[src/rtl/rsv_pkg.sv]
// ----------------------------------------------------------------------------
// rsv_pkg
// Shared widths, register indexes and controller/datapath interface types
// for the RSA sign/verify modular exponentiation block.
// ----------------------------------------------------------------------------
package rsv_pkg;

  localparam int WIDTH = 32;
  localparam int CNT_W = $clog2(WIDTH);
  localparam int IDX_W = 2;

  // configuration register indexes
  localparam logic [IDX_W-1:0] REG_MODULUS  = IDX_W'(0);
  localparam logic [IDX_W-1:0] REG_PRIV_EXP = IDX_W'(1);
  localparam logic [IDX_W-1:0] REG_PUB_EXP  = IDX_W'(2);

  // which product the multiplier is forming
  typedef enum logic [1:0] {
    SEL_RED = 2'b00,
    SEL_ACC = 2'b01,
    SEL_SQ  = 2'b10
  } mul_sel_t;

  typedef struct packed {
    logic     load;
    logic     mul_start;
    mul_sel_t sel;
    logic     mul_step;
    logic     shift_ex;
    logic     load_out;
  } rsv_cmd_t;

  typedef struct packed {
    logic mul_last;
    logic ex_zero;
    logic ex_lsb;
    logic ex_hi_zero;
  } rsv_sts_t;

endpackage

[src/rtl/rsa_sign_verify_modexp.sv]
// ----------------------------------------------------------------------------
// rsa_sign_verify_modexp
// Textbook RSA sign/verify by right-to-left square-and-multiply modexp.
// ----------------------------------------------------------------------------
// Usage:
//   cfg channel writes modulus (index 0), private exponent (1) and public
//   exponent (2); cfg_ready is always high. Write only while idle.
//   in channel: in_func 0 signs in_message with the private exponent,
//   in_func 1 raises in_signature to the public exponent and sets
//   out_verified when the result equals in_message as given.
//   One item is worked on at a time; in_stall is high from acceptance until
//   the result moves into the output register.
//   Each modular product is formed in the bit-serial shift-add multiplier;
//   one product per set exponent bit plus one square per further bit, after
//   a base reduction.
//   Next item: it can be taken in the cycle after the result is loaded.
//   The result waits in the output register while out_stall is high; the
//   next item may be accepted meanwhile and finishes once it drains.
//   Reset: modulus 2, both exponents 0, no result pending.
// ----------------------------------------------------------------------------
module rsa_sign_verify_modexp (
  input  logic                          clk,
  input  logic                          rst_n,
  input  logic                          in_valid,
  output logic                          in_stall,
  input  logic                          in_func,
  input  logic [rsv_pkg::WIDTH-1:0]     in_message,
  input  logic [rsv_pkg::WIDTH-1:0]     in_signature,
  output logic                          out_valid,
  input  logic                          out_stall,
  output logic [rsv_pkg::WIDTH-1:0]     out_value,
  output logic                          out_verified,
  input  logic                          cfg_valid,
  output logic                          cfg_ready,
  input  logic [rsv_pkg::IDX_W-1:0]     cfg_index,
  input  logic [rsv_pkg::WIDTH-1:0]     cfg_data
);

  rsv_pkg::rsv_cmd_t cmd;
  rsv_pkg::rsv_sts_t sts;

  assign cfg_ready = 1'b1;

  rsv_ctrl u_ctrl (
    .clk       (clk),
    .rst_n     (rst_n),
    .in_valid  (in_valid),
    .in_stall  (in_stall),
    .out_valid (out_valid),
    .out_stall (out_stall),
    .sts       (sts),
    .cmd       (cmd)
  );

  rsv_datapath u_datapath (
    .clk          (clk),
    .rst_n        (rst_n),
    .cfg_we       (cfg_valid && cfg_ready),
    .cfg_idx      (cfg_index),
    .cfg_wdata    (cfg_data),
    .in_func      (in_func),
    .in_message   (in_message),
    .in_signature (in_signature),
    .cmd          (cmd),
    .sts          (sts),
    .out_value    (out_value),
    .out_verified (out_verified)
  );

endmodule

[src/rtl/rsv_datapath.sv]
// ----------------------------------------------------------------------------
// rsv_datapath
// Key registers, exponent shifter, accumulator/base registers and a
// one-bit-per-cycle shift-add modular multiplier.
// ----------------------------------------------------------------------------
module rsv_datapath (
  input  logic                          clk,
  input  logic                          rst_n,
  input  logic                          cfg_we,
  input  logic [rsv_pkg::IDX_W-1:0]     cfg_idx,
  input  logic [rsv_pkg::WIDTH-1:0]     cfg_wdata,
  input  logic                          in_func,
  input  logic [rsv_pkg::WIDTH-1:0]     in_message,
  input  logic [rsv_pkg::WIDTH-1:0]     in_signature,
  input  rsv_pkg::rsv_cmd_t             cmd,
  output rsv_pkg::rsv_sts_t             sts,
  output logic [rsv_pkg::WIDTH-1:0]     out_value,
  output logic                          out_verified
);

  localparam int W = rsv_pkg::WIDTH;

  logic [W-1:0] modulus_r;
  logic [W-1:0] priv_exp_r;
  logic [W-1:0] pub_exp_r;

  logic                      func_r;
  logic [W-1:0]              msg_r;
  logic [W-1:0]              mod_r;
  logic [W-1:0]              ex_r;
  logic [W-1:0]              acc_r;
  logic [W-1:0]              base_r;
  logic [W-1:0]              opa_r;
  logic [W-1:0]              opb_r;
  logic [W-1:0]              prod_r;
  logic [rsv_pkg::CNT_W-1:0] cnt_r;
  rsv_pkg::mul_sel_t         sel_r;
  logic [W-1:0]              value_r;
  logic                      verified_r;

  logic [W-1:0] prod_nxt;
  logic         mul_last;

  // r = (2r + b*a) mod m, a < m; m of zero wraps at 2^W
  function automatic logic [W-1:0] mm_step(input logic [W-1:0] r, input logic [W-1:0] a,
                                           input logic b, input logic [W-1:0] m);
    logic         mz;
    logic [W:0]   d;
    logic [W-1:0] d2;
    logic [W:0]   s;
    mz = (m == '0);
    d  = {r, 1'b0};
    if (!mz && (d >= {1'b0, m})) begin
      d = d - {1'b0, m};
    end
    d2 = d[W-1:0];
    s  = {1'b0, d2} + (b ? {1'b0, a} : '0);
    if (!mz && (s >= {1'b0, m})) begin
      s = s - {1'b0, m};
    end
    return s[W-1:0];
  endfunction

  always_ff @(posedge clk) begin
    if (!rst_n) begin
      modulus_r  <= W'(2);
      priv_exp_r <= '0;
      pub_exp_r  <= '0;
    end else if (cfg_we) begin
      if (cfg_idx == rsv_pkg::REG_MODULUS) begin
        modulus_r <= cfg_wdata;
      end
      if (cfg_idx == rsv_pkg::REG_PRIV_EXP) begin
        priv_exp_r <= cfg_wdata;
      end
      if (cfg_idx == rsv_pkg::REG_PUB_EXP) begin
        pub_exp_r <= cfg_wdata;
      end
    end
  end

  assign prod_nxt = mm_step(prod_r, opa_r, opb_r[W-1], mod_r);
  assign mul_last = (cnt_r == rsv_pkg::CNT_W'(W-1));

  always_ff @(posedge clk) begin
    if (cmd.load) begin
      func_r <= in_func;
      msg_r  <= in_message;
      mod_r  <= modulus_r;
      ex_r   <= in_func ? pub_exp_r : priv_exp_r;
      acc_r  <= W'(1);
      // base reduction is base * (1 mod m)
      opa_r  <= (modulus_r == W'(1)) ? '0 : W'(1);
      opb_r  <= in_func ? in_signature : in_message;
      prod_r <= '0;
      cnt_r  <= '0;
      sel_r  <= rsv_pkg::SEL_RED;
    end else if (cmd.mul_start) begin
      opa_r  <= base_r;
      opb_r  <= (cmd.sel == rsv_pkg::SEL_ACC) ? acc_r : base_r;
      prod_r <= '0;
      cnt_r  <= '0;
      sel_r  <= cmd.sel;
    end else if (cmd.mul_step) begin
      prod_r <= prod_nxt;
      opb_r  <= {opb_r[W-2:0], 1'b0};
      cnt_r  <= cnt_r + rsv_pkg::CNT_W'(1);
      if (mul_last) begin
        case (sel_r)
          rsv_pkg::SEL_ACC: begin
            acc_r <= prod_nxt;
          end
          default: begin
            base_r <= prod_nxt;
          end
        endcase
      end
    end
    if (cmd.shift_ex) begin
      ex_r <= {1'b0, ex_r[W-1:1]};
    end
    if (cmd.load_out) begin
      value_r    <= acc_r;
      verified_r <= func_r && (acc_r == msg_r);
    end
  end

  assign sts.mul_last   = mul_last;
  assign sts.ex_zero    = (ex_r == '0);
  assign sts.ex_lsb     = ex_r[0];
  assign sts.ex_hi_zero = (ex_r[W-1:1] == '0);

  assign out_value    = value_r;
  assign out_verified = verified_r;

endmodule

[src/rtl/rsv_ctrl.sv]
// ----------------------------------------------------------------------------
// rsv_ctrl
// Sequencer for right-to-left square-and-multiply: base reduction, one
// multiply per set exponent bit, one square per further bit, result hand-off.
// ----------------------------------------------------------------------------
module rsv_ctrl (
  input  logic              clk,
  input  logic              rst_n,
  input  logic              in_valid,
  output logic              in_stall,
  output logic              out_valid,
  input  logic              out_stall,
  input  rsv_pkg::rsv_sts_t sts,
  output rsv_pkg::rsv_cmd_t cmd
);

  typedef enum logic [6:0] {
    S_IDLE = 7'b0000001,
    S_RED  = 7'b0000010,
    S_BIT  = 7'b0000100,
    S_ACC  = 7'b0001000,
    S_NEXT = 7'b0010000,
    S_SQ   = 7'b0100000,
    S_OUT  = 7'b1000000
  } state_t;

  state_t state_r;
  state_t state_nxt;
  logic   out_valid_r;
  logic   out_valid_nxt;
  logic   out_free;

  assign out_free = !out_valid_r || !out_stall;

  always_comb begin
    cmd       = '0;
    state_nxt = state_r;
    case (state_r)
      S_IDLE: begin
        if (in_valid) begin
          cmd.load  = 1'b1;
          state_nxt = S_RED;
        end
      end
      S_RED: begin
        cmd.mul_step = 1'b1;
        if (sts.mul_last) begin
          state_nxt = S_BIT;
        end
      end
      S_BIT: begin
        if (sts.ex_zero) begin
          state_nxt = S_OUT;
        end else if (sts.ex_lsb) begin
          cmd.mul_start = 1'b1;
          cmd.sel       = rsv_pkg::SEL_ACC;
          state_nxt     = S_ACC;
        end else begin
          state_nxt = S_NEXT;
        end
      end
      S_ACC: begin
        cmd.mul_step = 1'b1;
        if (sts.mul_last) begin
          state_nxt = S_NEXT;
        end
      end
      S_NEXT: begin
        cmd.shift_ex = 1'b1;
        // no square once the remaining exponent is used up
        if (sts.ex_hi_zero) begin
          state_nxt = S_BIT;
        end else begin
          cmd.mul_start = 1'b1;
          cmd.sel       = rsv_pkg::SEL_SQ;
          state_nxt     = S_SQ;
        end
      end
      S_SQ: begin
        cmd.mul_step = 1'b1;
        if (sts.mul_last) begin
          state_nxt = S_BIT;
        end
      end
      S_OUT: begin
        if (out_free) begin
          cmd.load_out = 1'b1;
          state_nxt    = S_IDLE;
        end
      end
      default: begin
        state_nxt = S_IDLE;
      end
    endcase
  end

  assign out_valid_nxt = cmd.load_out ? 1'b1 : (out_valid_r && out_stall);

  always_ff @(posedge clk) begin
    if (!rst_n) begin
      state_r     <= S_IDLE;
      out_valid_r <= 1'b0;
    end else begin
      state_r     <= state_nxt;
      out_valid_r <= out_valid_nxt;
    end
  end

  assign in_stall  = (state_r != S_IDLE);
  assign out_valid = out_valid_r;

`ifndef ASSERT_OFF
  a_onehot_state: assert property (@(posedge clk) disable iff (!rst_n)
    $onehot(state_r))
    else $error("controller state not one-hot");

  a_load_to_reduce: assert property (@(posedge clk) disable iff (!rst_n)
    (state_r == S_IDLE && in_valid) |=> (state_r == S_RED))
    else $error("accepted item did not start base reduction");

  a_acc_then_shift: assert property (@(posedge clk) disable iff (!rst_n)
    (state_r == S_ACC && sts.mul_last) |=> (state_r == S_NEXT))
    else $error("multiply did not advance the exponent");

  a_no_overwrite: assert property (@(posedge clk) disable iff (!rst_n)
    cmd.load_out |-> (!out_valid_r || !out_stall))
    else $error("result register overwritten while held");
`endif

endmodule
[config.mk]
export PLATFORM = sky130hd
export DESIGN_NAME = rsa_sign_verify_modexp
export DESIGN_NICKNAME = d
export VERILOG_FILES = /design/src/rtl/rsv_pkg.sv /design/src/rtl/rsa_sign_verify_modexp.sv /design/src/rtl/rsv_datapath.sv /design/src/rtl/rsv_ctrl.sv
export SDC_FILE = /design/constraint.sdc
export NUM_CORES = 1
export LEC_CHECK = 0
export ABC_AREA = 1
export BUFFER_PORTS_ARGS = -buffer_cell sky130_fd_sc_hd__buf_2
export CAP_MARGIN = 20
export CELL_PAD_IN_SITES_DETAIL_PLACEMENT = 0
export CELL_PAD_IN_SITES_GLOBAL_PLACEMENT = 2
export CORE_ASPECT_RATIO = 1.25
export CORE_MARGIN = 10
export CORE_UTILIZATION = 35
export CTS_CLUSTER_SIZE = 25
export DETAILED_ROUTE_END_ITERATION = 12
export GPL_ROUTABILITY_DRIVEN = 0
export PLACE_DENSITY = 0.8
export SYNTH_ARGS = -nofsm -noshare
export SYNTH_HDL_FRONTEND = slang
export SYNTH_SLANG_ARGS = --single-unit
[constraint.sdc]
create_clock -name clk -period 5.9 [get_ports clk]
set_clock_uncertainty 0.1 [all_clocks]
set_input_delay 0.295 -clock clk [delete_from_list [all_inputs] [get_ports clk]]
set_output_delay 0.295 -clock clk [all_outputs]
set_load 0.005 [all_outputs]
# Word-level counts from Yosys, hierarchy flattened
# Cells that the tools add are included.
# Widths: inputs -> output; s select.
# word_totals
register_bits	401
input_bits	104
output_inout_bits	36
elab_cells	104
# op_classes
add_sub_neg	4
magnitude_cmp	2
eq_ne	19
mux	33
n_bitwise	3
n_reduce_logical	24
# ops
operator	n
$mux 32	11
$ge 33x32->1	2
$logic_not 32->1	2
$sub 32x32->32	2
$mux 31	2
$pmux 7 s6	1
$mux 7	5
$add 32x32->33	1
$eq 32x1->1 const B	1
$eq 32x32->1	1
$logic_not 31->1	1
$mux 3	3
$mux 1	8
$reduce_and 4->1	2
$eq 7x1->1 const B	1
$eq 7x2->1 const B	1
$eq 7x3->1 const B	1
$eq 7x4->1 const B	1
$eq 7x5->1 const B	1
$eq 7x6->1 const B	1
$eq 7x7->1 const B	1
$ne 7x1->1 const B	1
$eq 2x1->1 const B	3
$mux 6	1
other kinds (18)	31

# Longest topological paths before layout
# logic_depth
word_depth	8
mapped_depth	40
ltp_nobuf	40

# Hierarchy
# A second synthesis with hierarchy kept.
# unflattened
cells_unflattened	3208
area_unflattened_um2	23955.5
# by_module_without_submodules
mod	n_inst	cells_each	area_per_inst_um2	seq_area_each_um2
rsv_datapath	1	3124	23406.2	10119.7
rsv_ctrl	1	82	538.0	160.2
rsa_sign_verify_modexp	1	2	11.3	0.0

# Worst setup path after synthesis
# Ideal clock, no wire load.
# synth_path
kind	register to register
from	reg u_datapath.mod_r[16]
to	reg u_datapath.base_r[0], data pin
setup_ps	255
t_arrival_ps	4606
required_time_ps	5545
setup_slack_ps	940
stages_incl_launch_ff	36
path_buffers	2
period_less_slack_ps	4960
cell_sequence	edfxtp_1 inv_2 ha_1 a21oi_1 o21ai_0 a21oi_1 o21ai_0 nand2_1 nand4_2 nand2_2 buf_2 nor2_1 ha_1 fa_1 nand2_1 nand3_1 nand2_1 o21ai_1 nand2_1 nand2_1 nand2_1 nand2_1 nand2_1 nand2_1 ha_1 nand2_1 nor2_1 nand2_1 nor3_2 nand2_1 nand3_2 nand2_2 nand3_4 buf_4 nand3_1 and2_1
# synth_via
elab_chain_cells	8
word_cells_on_any_way	11
cone_classes	add/sub (3); order compare (2); mux (2); reduce/logical (4)
# synth_rtl
element	line	source
start: declaration	rsv_datapath.sv:29	logic [W-1:0] mod_r;
start signal: assignment	rsv_datapath.sv:89	mod_r <= modulus_r;
parallel branches: the longest is 7 deep, another holds $ge 33x32->1	--	
$mux 32 *	rsv_datapath.sv:58	if (!mz && (s >= {1'b0, m})) begin
net u_datapath.prod_nxt[0]	rsv_datapath.sv:41	logic [W-1:0] prod_nxt;
end signal: assignment	rsv_datapath.sv:114	base_r <= prod_nxt;
end: declaration	rsv_datapath.sv:32	logic [W-1:0] base_r;
# Mark *: on every way through the listed nets, which the timed path passes.
# A chain may end at the register's enable or synchronous reset.

# Final worst setup path
# layout_path
from	reg u_datapath.mod_r[25]
to	reg u_datapath.base_r[1], data pin
# The elaborated chain is that of the path after synthesis.

==> reports/qor.yml <==
status: "finished clean"
antennaDiodeCount: 0
worstSetupPathType: "reg -> reg"
synth_warnings: 0
endpoint_kind: "flip-flop"
rsz0062_at_grt: "yes"
holdWs_ns: 0.0174
fillCellCount: 6799
max-clock-path-buffers: 3
hold_viol_final: 0
grt_max_degree: 80
dpl.hpwl_um: 73400
fin_area_um2: 32100
viasPerCell: 5.00
drive_gt1_frac: 0.256
drt_iter0_markers: 1652
final_antenna_net_count: 0
synth_async_sr_flop_share: 0
syn_to_final_growth_pct: 34.2
setup_viol: 0
htreeDepth: 2
cts.sinks: 401
wl_per_cell_um: 19.8
drtPass1Iterations: 7
grt_usage: 0.228
fin_crit_sh: 0.980
fmax_mhz: 173
worstHoldPathType: "in -> reg"
synthDistinctLibCells: 53
synthesis.nets: 3485
insertion_delay_ns: 0.59
die_y_um: 312
gr-total-overflow: 0
nets: 4050
grt_pass1_vias: 23500
synth-edff-count: 225
ys_ff_latch: 401
synth.most_common_cell: "nand2_1"
synth-main-ff-cell: "edfxtp_1"
cp.required_ns: 6.14
synth_cells: 3280
initial_core_util: 0.352
root_buffer: "clkbuf_16"
portBuffers: 138
vias: 23800
max-cap-violations: 0
synth_common_cells: "nand2_1, inv_1, nor2_1, edfxtp_1, nand3_1"
grt_pass1_wl_um: 139000
netlist_area_um2: 23900
cp_max_fo: 8
cp-start-kind: "flip-flop"
synth_top_area_frac: 0.282
arrival_ns: 6.02
antenna_found_initial: 0
maxSlewViolCount: 0
multiInputGateArea_um2: 13000
yosys-top-cells-area: "edfxtp_1, nand2_1, dfxtp_1"
slew_headroom: 0.201
cts_tree: "done"
drt-total-wl_um: 94000
critPathMaxStageDelay_ns: 0.48
crit_top_cell: "nand2_1"
die-area_um2: 79300
numCtsBuffers: 44
tightest_slew_ns: 1.19
drcViolationCount: 0
placed_area_um2: 28100
clkTransAtPathRegs_ns: 0.06
placementRows: 107
ios: 140
synth_largest_area_cell: "edfxtp_1"
slowest_stage: "xor2_1"
core_area_um2: 68000
avgSynthCellArea_um2: 7.30
ys_seq_area_frac: 0.430
ff_latch_area_um2: 10300
fin_crit_ns: 5.78
die_w_um: 254
[per-stage QoR]
stage	cells	worst slack, ns	setup TNS (ns)	util
final	4753	0.116	0	0.472
after global routing	4753	-0.149	-4.40	0.472
after CTS	4720	0.00313	0	0.451
after detailed placement	4565	-0.747	-57.29	0.414
after global placement	4565	-0.791	-60.82	0.414
after floorplan	3280	0.940	0	-
[path summary, 6_finish.rpt]
path,startpoint,end,slack (ns),cells past startpoint
hold reg to reg,u_datapath.acc_r[13],u_datapath.out_value[13],0.33,0
setup reg to reg,u_datapath.mod_r[25],u_datapath.base_r[1],0.12,33
setup / recovery,u_datapath.mod_r[25],u_datapath.base_r[1],0.12,33
hold / removal,in_signature[0],u_datapath.opb_r[0],0.02,5
[flip-flops by register name (all words and copies together), names as in the netlist]
register	flops
u_ctrl.out_valid	1
u_datapath.cnt_r	5
u_datapath.priv_exp_r	32
u_datapath.out_value	32
u_datapath.modulus_r	32
u_datapath.func_r	1
u_datapath.acc_r	32
u_datapath.pub_exp_r	32
u_ctrl.state_r	7
u_datapath.ex_r	32
u_datapath.mod_r	32
u_datapath.msg_r	32
u_datapath.opb_r	32
u_datapath.out_verified	1
u_datapath.base_r	32
u_datapath.prod_r	32
u_datapath.opa_r	32
u_datapath.sel_r	2
[routing by layer]
| layer | part of all wire | track usage |
|---|---|---|
| met5 | 0 | 0 |
| met4 | 0.050 | 0.0973 |
| met3 | 0.044 | 0.0253 |
| met2 | 0.50 | 0.408 |
| met1 | 0.40 | 0.271 |
[layout make-up]
| type | instances | area share |
|---|---|---|
| clock inverters | 30 | 0.0100 |
| inverters | 429 | 0.0501 |
| repair buffers | 621 | 0.145 |
| clock buffers | 52 | 0.0365 |
| multi-input cells | 2348 | 0.404 |
| well taps | 872 | 0.0340 |
| flip-flops and latches | 401 | 0.320 |
[layout by cell type, fill, tap and decap left out, types with 9 or more instances in the layout]
cell type	count
a21o_1	9
a21oi_1	111
a21oi_2	26
a31oi_1	34
buf_2	138
buf_4	403
clkbuf_16	51
clkinv_2	10
dfxtp_1	172
dlygate4sd3_1	67
edfxtp_1	225
ha_1	51
ha_4	44
inv_1	397
inv_2	32
nand2_1	934
nand2_2	131
nand2_4	14
nand3_1	176
nand3_2	16
nand4_1	31
nor2_1	342
nor2_2	30
nor2_4	18
nor3_1	15
nor4_1	19
o211ai_1	29
o21ai_0	132
o21ai_1	27
o21ai_2	11
o21bai_1	13
xnor2_1	19
xor2_1	37
[what timing repair did]
action | in CTS | in global routing
setup buffers | 5 | 28
endpoints found under the hold margin | 129 | 0
pin swaps | 5 | 57
resized for setup | 60 | 260
gates cloned | 1 | 5
endpoints found under the setup margin | 96 | 96
hold buffers | 67 | 0
[kinds of logic after synthesis]
group	Yosys count	share of synthesized area
AOI/OAI and AO/OA	418	0.0974
xor gates and xnor gates	63	0.0231
adders and majority gates	101	0.0537
and+or+nand+nor	1763	0.308
muxes	2	0.000837
other	1	0.000157
DFF	401	0.430
buffers and inverters	531	0.0875
[critical path: cells and delay by family, from the launching register on]
family	cells	cell delay, ns
simple gates	20	2.37
buf+inv	8	1.01
compound gates	1	0.08
xor+xnor	1	0.48
fa+ha+maj	3	1.06
flops	1	0.45
Power is left out: the tool's default activity adds up to more than one toggle a clock period on the data nets, which glitch-free logic cannot reach.
